===== src/rtl/core/tss_pkg.sv =====
// ----------------------------------------------------------------------------
// tss_pkg
// Types and codes shared by the two-stack string store blocks.
// ----------------------------------------------------------------------------
`default_nettype none

package tss_pkg;

    // operation codes on the input beat
    localparam logic [2:0] OP_PUSH  = 3'd0;
    localparam logic [2:0] OP_CLOSE = 3'd1;
    localparam logic [2:0] OP_POP   = 3'd2;
    localparam logic [2:0] OP_PEEK  = 3'd3;
    localparam logic [2:0] OP_DROP  = 3'd4;
    localparam logic [2:0] OP_CLEAR = 3'd5;
    localparam logic [2:0] OP_QUERY = 3'd6;

    // result status codes
    localparam logic [1:0] ST_OK    = 2'd0;
    localparam logic [1:0] ST_EMPTY = 2'd1;
    localparam logic [1:0] ST_FULL  = 2'd2;
    localparam logic [1:0] ST_BADCH = 2'd3;

    typedef struct packed {
        logic [2:0] operation;
        logic       stack_select;
        logic [7:0] data_byte;
    } t_in_item;

    typedef struct packed {
        logic [7:0] char_out;
        logic       last;
        logic [1:0] status;
        logic       empty_flag;
    } t_out_item;

    typedef enum logic [2:0] {
        K_PUSH,
        K_CLOSE,
        K_POP,
        K_PEEK,
        K_DROP,
        K_CLEAR,
        K_QUERY,
        K_NOP
    } t_kind;

    typedef struct packed {
        t_kind      kind;
        logic       sel;
        logic [7:0] data;
    } t_cmd;

    typedef enum logic [3:0] {
        S_IDLE,
        S_EXEC,
        S_CHECK,
        S_SCAN,
        S_SWAIT,
        S_SDONE,
        S_DROP,
        S_ERD,
        S_EWAIT
    } t_state;

endpackage

`default_nettype wire


===== src/rtl/core/tss_front.sv =====
// ----------------------------------------------------------------------------
// tss_front
// Input side: takes beats while the queue has room and decodes the operation.
// ----------------------------------------------------------------------------
`default_nettype none

module tss_front
    import tss_pkg::*;
(
    input  wire      i_in_valid,
    output logic     o_in_stall,
    input  t_in_item i_in_data,
    input  wire      i_q_full,
    output logic     o_q_push,
    output t_cmd     o_q_cmd
);

    t_kind w_kind;

    always_comb begin
        case (i_in_data.operation)
            OP_PUSH:  w_kind = K_PUSH;
            OP_CLOSE: w_kind = K_CLOSE;
            OP_POP:   w_kind = K_POP;
            OP_PEEK:  w_kind = K_PEEK;
            OP_DROP:  w_kind = K_DROP;
            OP_CLEAR: w_kind = K_CLEAR;
            OP_QUERY: w_kind = K_QUERY;
            default:  w_kind = K_NOP;
        endcase
    end

    assign o_in_stall   = i_q_full;
    assign o_q_push     = i_in_valid && !i_q_full;
    assign o_q_cmd.kind = w_kind;
    assign o_q_cmd.sel  = i_in_data.stack_select;
    assign o_q_cmd.data = i_in_data.data_byte;

endmodule

`default_nettype wire


===== src/rtl/core/tss_queue.sv =====
// ----------------------------------------------------------------------------
// tss_queue
// Two-entry command queue between the decode front and the sequencer.
// ----------------------------------------------------------------------------
`default_nettype none

module tss_queue
    import tss_pkg::*;
(
    input  wire  i_clk,
    input  wire  i_rst_n,
    input  wire  i_push,
    input  t_cmd i_cmd,
    output logic o_full,
    output logic o_valid,
    output t_cmd o_cmd,
    input  wire  i_pop
);

    t_cmd       r_ent [2];
    logic       r_wp;
    logic       r_rp;
    logic [1:0] r_cnt;
    logic       n_wp;
    logic       n_rp;
    logic [1:0] n_cnt;

    always_comb begin
        n_wp  = r_wp ^ i_push;
        n_rp  = r_rp ^ i_pop;
        n_cnt = r_cnt + {1'b0, i_push} - {1'b0, i_pop};
    end

    always_ff @(posedge i_clk) begin
        if (!i_rst_n) begin
            r_wp  <= 1'b0;
            r_rp  <= 1'b0;
            r_cnt <= 2'd0;
        end else begin
            r_wp  <= n_wp;
            r_rp  <= n_rp;
            r_cnt <= n_cnt;
        end
    end

    always_ff @(posedge i_clk) begin
        if (i_push) begin
            r_ent[r_wp] <= i_cmd;
        end
    end

    assign o_full  = r_cnt[1];
    assign o_valid = r_cnt != 2'd0;
    assign o_cmd   = r_ent[r_rp];

endmodule

`default_nettype wire


===== src/rtl/core/tss_back.sv =====
// ----------------------------------------------------------------------------
// tss_back
// Sequencer: owns the byte store and both stack pointers, executes one
// command at a time and drives the result register.
// ----------------------------------------------------------------------------
`default_nettype none

module tss_back
    import tss_pkg::*;
#(
    parameter int CAPACITY       = 256,
    parameter int MAX_STRING_LEN = 63
) (
    input  wire       i_clk,
    input  wire       i_rst_n,
    input  wire       i_q_valid,
    input  t_cmd      i_q_cmd,
    output logic      o_q_pop,
    output logic      o_out_valid,
    input  wire       i_out_stall,
    output t_out_item o_out_data
);

    localparam int AW = $clog2(CAPACITY);
    localparam int PW = $clog2(CAPACITY + 1);
    localparam int LW = $clog2(MAX_STRING_LEN + 1);

    localparam logic [PW-1:0] TOP2_RST = PW'(CAPACITY);
    localparam logic [AW-1:0] LAST_IDX = AW'(CAPACITY - 1);
    localparam logic [LW-1:0] MAXL     = LW'(MAX_STRING_LEN);

    logic [7:0] mem [CAPACITY];

    t_state    r_state, n_state;
    t_cmd      r_cmd,   n_cmd;
    // r_t2p1 holds the stack-two top plus one, so it never goes negative
    logic [PW-1:0] r_top1, n_top1;
    logic [PW-1:0] r_t2p1, n_t2p1;
    logic [LW-1:0] r_len1, n_len1;
    logic [LW-1:0] r_len2, n_len2;
    logic [AW-1:0] r_first, n_first;
    logic [LW-1:0] r_n, n_n;
    logic [LW-1:0] r_k, n_k;
    logic [7:0]    r_rd;
    logic          r_ov, n_ov;
    t_out_item     r_out, n_out;

    logic          w_we, w_re;
    logic [AW-1:0] w_wa, w_ra;
    logic [7:0]    w_wd;

    logic          sel;
    logic [LW-1:0] len_sel, len_oth;
    logic [PW-1:0] free_cells, need, t2_idx;
    logic          empty1, empty2, empty_sel;
    logic          can_close, out_free, scan_cont, k_last;
    logic [1:0]    push_status;
    logic [AW-1:0] top1_a, top2_a;

    assign sel        = r_cmd.sel;
    assign len_sel    = sel ? r_len2 : r_len1;
    assign len_oth    = sel ? r_len1 : r_len2;
    assign free_cells = r_t2p1 - r_top1;
    assign need       = (len_oth != '0) ? PW'(3) : PW'(2);
    assign t2_idx     = r_t2p1 - PW'(1);
    assign top1_a     = r_top1[AW-1:0];
    assign top2_a     = t2_idx[AW-1:0];
    assign empty1     = (r_top1 == '0) && (r_len1 == '0);
    assign empty2     = (r_t2p1 == TOP2_RST) && (r_len2 == '0);
    assign empty_sel  = sel ? empty2 : empty1;
    assign can_close  = (len_sel != '0) && (r_top1 < r_t2p1);
    assign out_free   = !r_ov || !i_out_stall;
    assign k_last     = r_k == (r_n - LW'(1));
    assign scan_cont  = (r_n < MAXL) && (sel ? (r_first != LAST_IDX) : (r_first != '0));

    always_comb begin
        if (r_cmd.data == 8'd0 || len_sel >= MAXL) begin
            push_status = ST_BADCH;
        end else if (free_cells < need) begin
            push_status = ST_FULL;
        end else begin
            push_status = ST_OK;
        end
    end

    // next state
    always_comb begin
        n_state = r_state;
        case (r_state)
            S_IDLE: begin
                if (i_q_valid) n_state = S_EXEC;
            end
            S_EXEC: begin
                if (r_cmd.kind == K_POP || r_cmd.kind == K_PEEK || r_cmd.kind == K_DROP) begin
                    n_state = S_CHECK;
                end else if (out_free) begin
                    n_state = S_IDLE;
                end
            end
            S_CHECK: begin
                if (!empty_sel) begin
                    n_state = S_SCAN;
                end else if (out_free) begin
                    n_state = S_IDLE;
                end
            end
            S_SCAN:  n_state = scan_cont ? S_SWAIT : S_SDONE;
            S_SWAIT: n_state = (r_rd != 8'd0) ? S_SCAN : S_SDONE;
            S_SDONE: n_state = (r_cmd.kind == K_DROP) ? S_DROP : S_ERD;
            S_DROP: begin
                if (out_free) n_state = S_IDLE;
            end
            S_ERD:   n_state = S_EWAIT;
            S_EWAIT: begin
                if (out_free) n_state = k_last ? S_IDLE : S_ERD;
            end
            default: n_state = S_IDLE;
        endcase
    end

    // datapath and outputs
    always_comb begin
        n_cmd   = r_cmd;
        n_top1  = r_top1;
        n_t2p1  = r_t2p1;
        n_len1  = r_len1;
        n_len2  = r_len2;
        n_first = r_first;
        n_n     = r_n;
        n_k     = r_k;
        n_ov    = r_ov && i_out_stall;
        n_out   = r_out;
        w_we    = 1'b0;
        w_wa    = top1_a;
        w_wd    = 8'd0;
        w_re    = 1'b0;
        w_ra    = r_first;
        o_q_pop = 1'b0;

        case (r_state)
            S_IDLE: begin
                if (i_q_valid) begin
                    o_q_pop = 1'b1;
                    n_cmd   = i_q_cmd;
                end
            end
            S_EXEC: begin
                case (r_cmd.kind)
                    K_POP, K_PEEK, K_DROP: begin
                        // an open string is closed before it is read
                        if (can_close) begin
                            w_we = 1'b1;
                            w_wd = 8'd0;
                            if (sel) begin
                                w_wa   = top2_a;
                                n_t2p1 = t2_idx;
                                n_len2 = '0;
                            end else begin
                                w_wa   = top1_a;
                                n_top1 = r_top1 + PW'(1);
                                n_len1 = '0;
                            end
                        end
                    end
                    K_PUSH: begin
                        if (out_free) begin
                            n_ov  = 1'b1;
                            n_out = '{char_out: 8'd0, last: 1'b1, status: push_status,
                                      empty_flag: (push_status == ST_OK) ? 1'b0 : empty_sel};
                            if (push_status == ST_OK) begin
                                w_we = 1'b1;
                                w_wd = r_cmd.data;
                                if (sel) begin
                                    w_wa   = top2_a;
                                    n_t2p1 = t2_idx;
                                    n_len2 = r_len2 + LW'(1);
                                end else begin
                                    w_wa   = top1_a;
                                    n_top1 = r_top1 + PW'(1);
                                    n_len1 = r_len1 + LW'(1);
                                end
                            end
                        end
                    end
                    K_CLOSE: begin
                        if (out_free) begin
                            n_ov  = 1'b1;
                            n_out = '{char_out: 8'd0, last: 1'b1, status: ST_OK,
                                      empty_flag: can_close ? 1'b0 : empty_sel};
                            if (can_close) begin
                                w_we = 1'b1;
                                w_wd = 8'd0;
                                if (sel) begin
                                    w_wa   = top2_a;
                                    n_t2p1 = t2_idx;
                                    n_len2 = '0;
                                end else begin
                                    w_wa   = top1_a;
                                    n_top1 = r_top1 + PW'(1);
                                    n_len1 = '0;
                                end
                            end
                        end
                    end
                    K_CLEAR: begin
                        if (out_free) begin
                            n_ov   = 1'b1;
                            n_out  = '{char_out: 8'd0, last: 1'b1, status: ST_OK,
                                       empty_flag: 1'b1};
                            n_top1 = '0;
                            n_t2p1 = TOP2_RST;
                            n_len1 = '0;
                            n_len2 = '0;
                        end
                    end
                    default: begin
                        if (out_free) begin
                            n_ov  = 1'b1;
                            n_out = '{char_out: 8'd0, last: 1'b1, status: ST_OK,
                                      empty_flag: empty_sel};
                        end
                    end
                endcase
            end
            S_CHECK: begin
                if (empty_sel) begin
                    if (out_free) begin
                        n_ov  = 1'b1;
                        n_out = '{char_out: 8'd0, last: 1'b1, status: ST_EMPTY,
                                  empty_flag: 1'b1};
                    end
                end else begin
                    // last character sits just inside the terminator
                    n_first = sel ? AW'(r_t2p1 + PW'(1)) : AW'(r_top1 - PW'(2));
                    n_n     = LW'(1);
                end
            end
            S_SCAN: begin
                if (scan_cont) begin
                    w_re = 1'b1;
                    w_ra = sel ? (r_first + AW'(1)) : (r_first - AW'(1));
                end
            end
            S_SWAIT: begin
                if (r_rd != 8'd0) begin
                    n_first = sel ? (r_first + AW'(1)) : (r_first - AW'(1));
                    n_n     = r_n + LW'(1);
                end
            end
            S_SDONE: begin
                n_k = '0;
                if (r_cmd.kind != K_PEEK) begin
                    if (sel) begin
                        n_t2p1 = PW'(r_first) + PW'(1);
                    end else begin
                        n_top1 = PW'(r_first);
                    end
                end
            end
            S_DROP: begin
                if (out_free) begin
                    n_ov  = 1'b1;
                    n_out = '{char_out: 8'd0, last: 1'b1, status: ST_OK,
                              empty_flag: empty_sel};
                end
            end
            S_ERD: begin
                w_re = 1'b1;
                w_ra = sel ? (r_first - AW'(r_k)) : (r_first + AW'(r_k));
            end
            S_EWAIT: begin
                if (out_free) begin
                    n_ov  = 1'b1;
                    n_out = '{char_out: r_rd, last: k_last, status: ST_OK,
                              empty_flag: empty_sel};
                    n_k   = r_k + LW'(1);
                end
            end
            default: begin
            end
        endcase
    end

    always_ff @(posedge i_clk) begin
        if (!i_rst_n) begin
            r_state <= S_IDLE;
            r_top1  <= '0;
            r_t2p1  <= TOP2_RST;
            r_len1  <= '0;
            r_len2  <= '0;
            r_ov    <= 1'b0;
        end else begin
            r_state <= n_state;
            r_top1  <= n_top1;
            r_t2p1  <= n_t2p1;
            r_len1  <= n_len1;
            r_len2  <= n_len2;
            r_ov    <= n_ov;
        end
    end

    always_ff @(posedge i_clk) begin
        r_cmd   <= n_cmd;
        r_first <= n_first;
        r_n     <= n_n;
        r_k     <= n_k;
        r_out   <= n_out;
    end

    // byte store, single port, registered read
    always_ff @(posedge i_clk) begin
        if (w_we) begin
            mem[w_wa] <= w_wd;
        end
        if (w_re) begin
            r_rd <= mem[w_ra];
        end
    end

    assign o_out_valid = r_ov;
    assign o_out_data  = r_out;

endmodule

`default_nettype wire


===== src/rtl/core/two_string_stacks_shared_buffer_core.sv =====
// Push, close, clear and query: the accepted command is registered, executed in the
// EXEC state, and its single result beat is registered. Pop, peek and drop scan the
// store one character at a time to find the string start; pop and peek then send one character per beat.
// The sequencer takes a new command from the queue only once the last one is done.
// Reset clears both stack pointers and open lengths; the byte store
// is not cleared and needs no clearing pass.
// ----------------------------------------------------------------------------
// two_string_stacks_shared_buffer_core
// Two stacks of zero-terminated strings in one byte store, decode front,
// command queue and store sequencer.
// ----------------------------------------------------------------------------
`default_nettype none

module two_string_stacks_shared_buffer_core
    import tss_pkg::*;
#(
    parameter int CAPACITY       = 256,
    parameter int MAX_STRING_LEN = 63
) (
    input  wire       i_clk,
    input  wire       i_rst_n,
    input  wire       i_in_valid,
    output logic      o_in_stall,
    input  t_in_item  i_in_data,
    output logic      o_out_valid,
    input  wire       i_out_stall,
    output t_out_item o_out_data
);

    logic q_full, q_push, q_valid, q_pop;
    t_cmd q_in_cmd, q_out_cmd;

    tss_front u_front (
        .i_in_valid (i_in_valid),
        .o_in_stall (o_in_stall),
        .i_in_data  (i_in_data),
        .i_q_full   (q_full),
        .o_q_push   (q_push),
        .o_q_cmd    (q_in_cmd)
    );

    tss_queue u_queue (
        .i_clk   (i_clk),
        .i_rst_n (i_rst_n),
        .i_push  (q_push),
        .i_cmd   (q_in_cmd),
        .o_full  (q_full),
        .o_valid (q_valid),
        .o_cmd   (q_out_cmd),
        .i_pop   (q_pop)
    );

    tss_back #(
        .CAPACITY       (CAPACITY),
        .MAX_STRING_LEN (MAX_STRING_LEN)
    ) u_back (
        .i_clk       (i_clk),
        .i_rst_n     (i_rst_n),
        .i_q_valid   (q_valid),
        .i_q_cmd     (q_out_cmd),
        .o_q_pop     (q_pop),
        .o_out_valid (o_out_valid),
        .i_out_stall (i_out_stall),
        .o_out_data  (o_out_data)
    );

endmodule

`default_nettype wire


===== config.mk =====
export PLATFORM = sky130hd
export DESIGN_NAME = two_string_stacks_shared_buffer_core
export DESIGN_NICKNAME = d
export VERILOG_FILES = /design/src/rtl/core/tss_pkg.sv /design/src/rtl/core/tss_front.sv /design/src/rtl/core/tss_queue.sv /design/src/rtl/core/tss_back.sv /design/src/rtl/core/two_string_stacks_shared_buffer_core.sv
export SDC_FILE = /design/constraint.sdc
export NUM_CORES = 2
export LEC_CHECK = 0
export ABC_AREA = 1
export BUFFER_PORTS_ARGS = -buffer_cell sky130_fd_sc_hd__buf_2
export CELL_PAD_IN_SITES_DETAIL_PLACEMENT = 0
export CELL_PAD_IN_SITES_GLOBAL_PLACEMENT = 2
export CORE_ASPECT_RATIO = 0.75
export CORE_MARGIN = 2
export CORE_UTILIZATION = 46
export DETAILED_ROUTE_END_ITERATION = 6
export PLACE_DENSITY = 0.91
export SYNTH_ARGS = -nofsm -noshare
export SYNTH_HDL_FRONTEND = slang
export SYNTH_SLANG_ARGS = --single-unit

===== constraint.sdc =====
create_clock -name i_clk -period 35.2 [get_ports i_clk]
set_input_delay 7.04 -clock i_clk [delete_from_list [all_inputs] [get_ports i_clk]]
set_output_delay 7.04 -clock i_clk [all_outputs]
set_load 0.01 [all_outputs]

==> run metrics <==
TritonCTS Buffers 210; Final Slew Violations 0; layout cells sized above 1 5.798%; pin count of the biggest net entering global routing 221; Post-DP Area 0.1014 sq mm; unrepaired setup endpoints after global routing false; die area 0.2198 sq mm; Chip Height 406.5 microns; largest family of logic cells by synthesized area simple AND/OR/NAND/NOR gates; area leader, netlist edfxtp_1; hold path endpoint u_back.r_len2[5]; initial antenna violation count 4; compound-gate portion of the synthesized area 3.420%; die width 540.6 microns; Mapped Nets 9774; Post-CTS Hold Buffers 0; share of synthesized cell area in full adder, half adder and majority cells 0.5894%; ys flop type edfxtp_1; crit path DAT 11.82 ns; final setup margin 23.85 ns; number of global-route vias before repair 66061; P_leak 43.63 nW; Mapped Area 0.09936 sq mm; WP data required 35.68 ns; pre-CTS WS 23.27 ns; placed wire-length estimate 170600 microns; mux cell area share after synthesis 0.1461%; worst hold slack 0.4899 ns; Hold Vio Cnt, Final 0; sw frac 28.94%; setup TNS 0 ns; row cnt 147; EDFF count, synth 2124; Clock Latency Late Sink 0.87 ns; power density over the cells 57.77 mW/mm^2; sequential-to-total area share from yosys stat 64.98%; Synth top area share 64.20%; Final ANT Viol Nets 0; Slew headroom 19.22%; synth top area cells edfxtp_1 (64%), nand3_1 (8.7%), inv_1 (6.9%); core area 0.2143 sq mm; Hold Crit Depth 2; final period demand of the worst path 11.35 ns; area delta synth->final 8.895%; CTS tree done; post-synthesis simple-gate area fraction 20.75%; CTS root buf clkbuf_16; vias per inst 5.700; GRT Residual Overflow 0; worst reg2reg endpoint u_back.r_rd[6]; clock share of power 36.3%; Worst-path clk slew 0.07 ns; Starting DRT DRC Count 9245; WL final 293800 microns; I/O pin count 30; worst hold path type reg -> reg; Crit. End Element flip-flop; # DRC 0; Final setup viols 0; Net Sw Power 1.809 mW; Detailed Routing Iterations Pass 1 6; FF-to-FF Start u_back.sel; Clock Tree Buf Depth 4; flop-to-flop setup slack 26.70 ns; Hold Path Origin u_back.r_len2[4]; Yosys cell types 56; Peak VDD IR 43.20 uV; Worst-Margin Slew 1.207 ns; post-route cell area 0.1082 sq mm; global-route wire length before repair 434800 microns; via count 70811; H-tree Lvls 4; Seq pwr share 47.1%; critical path class in -> reg; port buffer count 29; Comb pwr share 16.6%; Setup crit start kind input port; Seq cells post-synth 2163; P_int 4.442 mW; status completed; synthesized area per cell 10.23 sq um; number of max-cap violations 0; RD Place Congestion 0.8846; r2r worst-path depth 23; Peak Freq 0.08813 GHz; Starting Density 46.37%; number of post-CTS setup repair buffers 0; Layout Nets 9483; worst clock skew 0.03634 ns; GR Util All Layers 26.39%; fin crit share 32.23%; Crit Path Max Fanout 18; CTS resizes 0; warnings from Yosys 0; Synth Instances 9713; WL/cell 23.65 microns; FFs w/ async S/R, synth 0%; XOR/XNOR Fraction of Synth Area 0.2997%; # clock sinks 2163
[flip-flops by register name, indices dropped and copies added (netlist names)]
name and count:
u_back.mem 2048, u_queue.r_ent 24, u_back.o_out_data 12, u_back.r_cmd 11
u_back.r_t2p1 9, u_back.r_top1 9, u_back.r_first 8, u_back.r_rd 8
u_back.r_k 6, u_back.r_len1 6, u_back.r_len2 6, u_back.r_n 6
u_back.r_state 4, u_queue.r_cnt 2, u_back.o_out_valid 1, u_back.sel 1
u_queue.r_rp 1, u_queue.r_wp 1
[cells in the mapped netlist, types with 39 or more instances]
cell type     n
nand3_1    1730
ha_1         42
o21ai_0     326
nor2_1      366
edfxtp_1   2124
buf_2       284
dfxtp_1      39
nand2_1    1493
o211ai_1    116
a21oi_1      75
inv_1      1833
nand4_1     686
clkbuf_1    333
[cell type report]
| type | count | area (sq um) |
|---|---|---|
| tap | 2831 | 3542 |
| timing repair buffer | 147 | 1206 |
| clock buffer | 241 | 5414 |
| sequential | 2163 | 64560 |
| antenna | 2 | 5.005 |
| clock inverter | 138 | 1358 |
| inverter | 1852 | 6962 |
| multi-input combinational | 5048 | 25140 |
| fill | 19074 | 106100 |
[layer usage]
metal | up-vias | part of all wire, % | track usage [%]
met5 | - | 0 | 0
met4 | 0 | 2.7 | 7.351
met3 | 436 | 10 | 5.725
met2 | 3425 | 42 | 38.42
met1 | 34368 | 45 | 39.69
li1 | 32582 | - | -
[cells in the final DEF, fill, tap and decap left out, drive strengths merged, types with 7 or more instances in the layout]
cell         n
a21oi       80
a31oi       10
buf        147
bufinv      24
clkbuf     241
clkinv      95
clkinvlp    14
dfxtp       39
edfxtp    2124
ha          42
inv       1857
mux2        12
nand2     1500
nand3     1749
nand4      687
nor2       378
nor3        27
nor3b       12
nor4         7
o211ai     117
o21ai      340
o22ai        7
or2          8
xnor2        9
xor2        25
[power by group through the flow]
stage	clock, mW	sequential [mW]	combinational (mW)
finish	2.27	2.94	1.04
global route	2.39	2.94	1.13
CTS	2.29	2.94	1.02
detailed placement	0	3.00	1.02
global placement	0	3.00	1.02
floorplan	0	3.01	0.646
[critical path, stage by stage]
cell     delay [ns]
buf_2          0.11
nand2_1        0.41
inv_1          0.55
nor2_1         0.13
nor2_1         0.10
inv_1          0.09
nand2_1        0.12
nand2_1        0.13
nand2_1        0.11
nand2_1        0.09
nand2_1        0.07
o21ai_2        0.08
nor2_1         0.93
nand2_1        0.96
nor2_1         0.86
[per-stage QoR]
| stage | util, % | instances | total power [mW] |
|---|---|---|---|
| finish | 50.49 | 12422 | 6.250 |
| global route | 50.49 | 12420 | 6.466 |
| CTS | 50.49 | 12420 | 6.253 |
| detailed placement | 47.33 | 12041 | 4.015 |
| global placement | 47.33 | 12041 | 4.018 |
| floorplan | - | 9713 | 3.651 |
[cells by family after synthesis]
logic type / after synthesis
multiplexers: 13
flip-flops: 2163
AO/OA/AOI/OAI: 585
XOR/XNOR: 34
adder cells (fa/ha/maj): 45
AND/OR/NAND/NOR: 4371
buffers and inverters: 2502
[worst max path at each step]
stage	from	to	slack, ns	cells after the start
2_1_floorplan	i_out_stall	u_back.mem[0][0]	14.90	4
3_3_place_gp	i_out_stall	u_back.mem[141][0]	23.25	15
3_5_place_dp	i_out_stall	u_back.mem[128][3]	23.27	15
4_1_cts	i_out_stall	u_back.mem[128][5]	24.15	15
5_1_grt	i_out_stall	u_back.mem[141][2]	23.67	15
6_report	i_out_stall	u_back.mem[141][4]	23.85	15
Note: power is estimated with default switching activity, not from simulation.
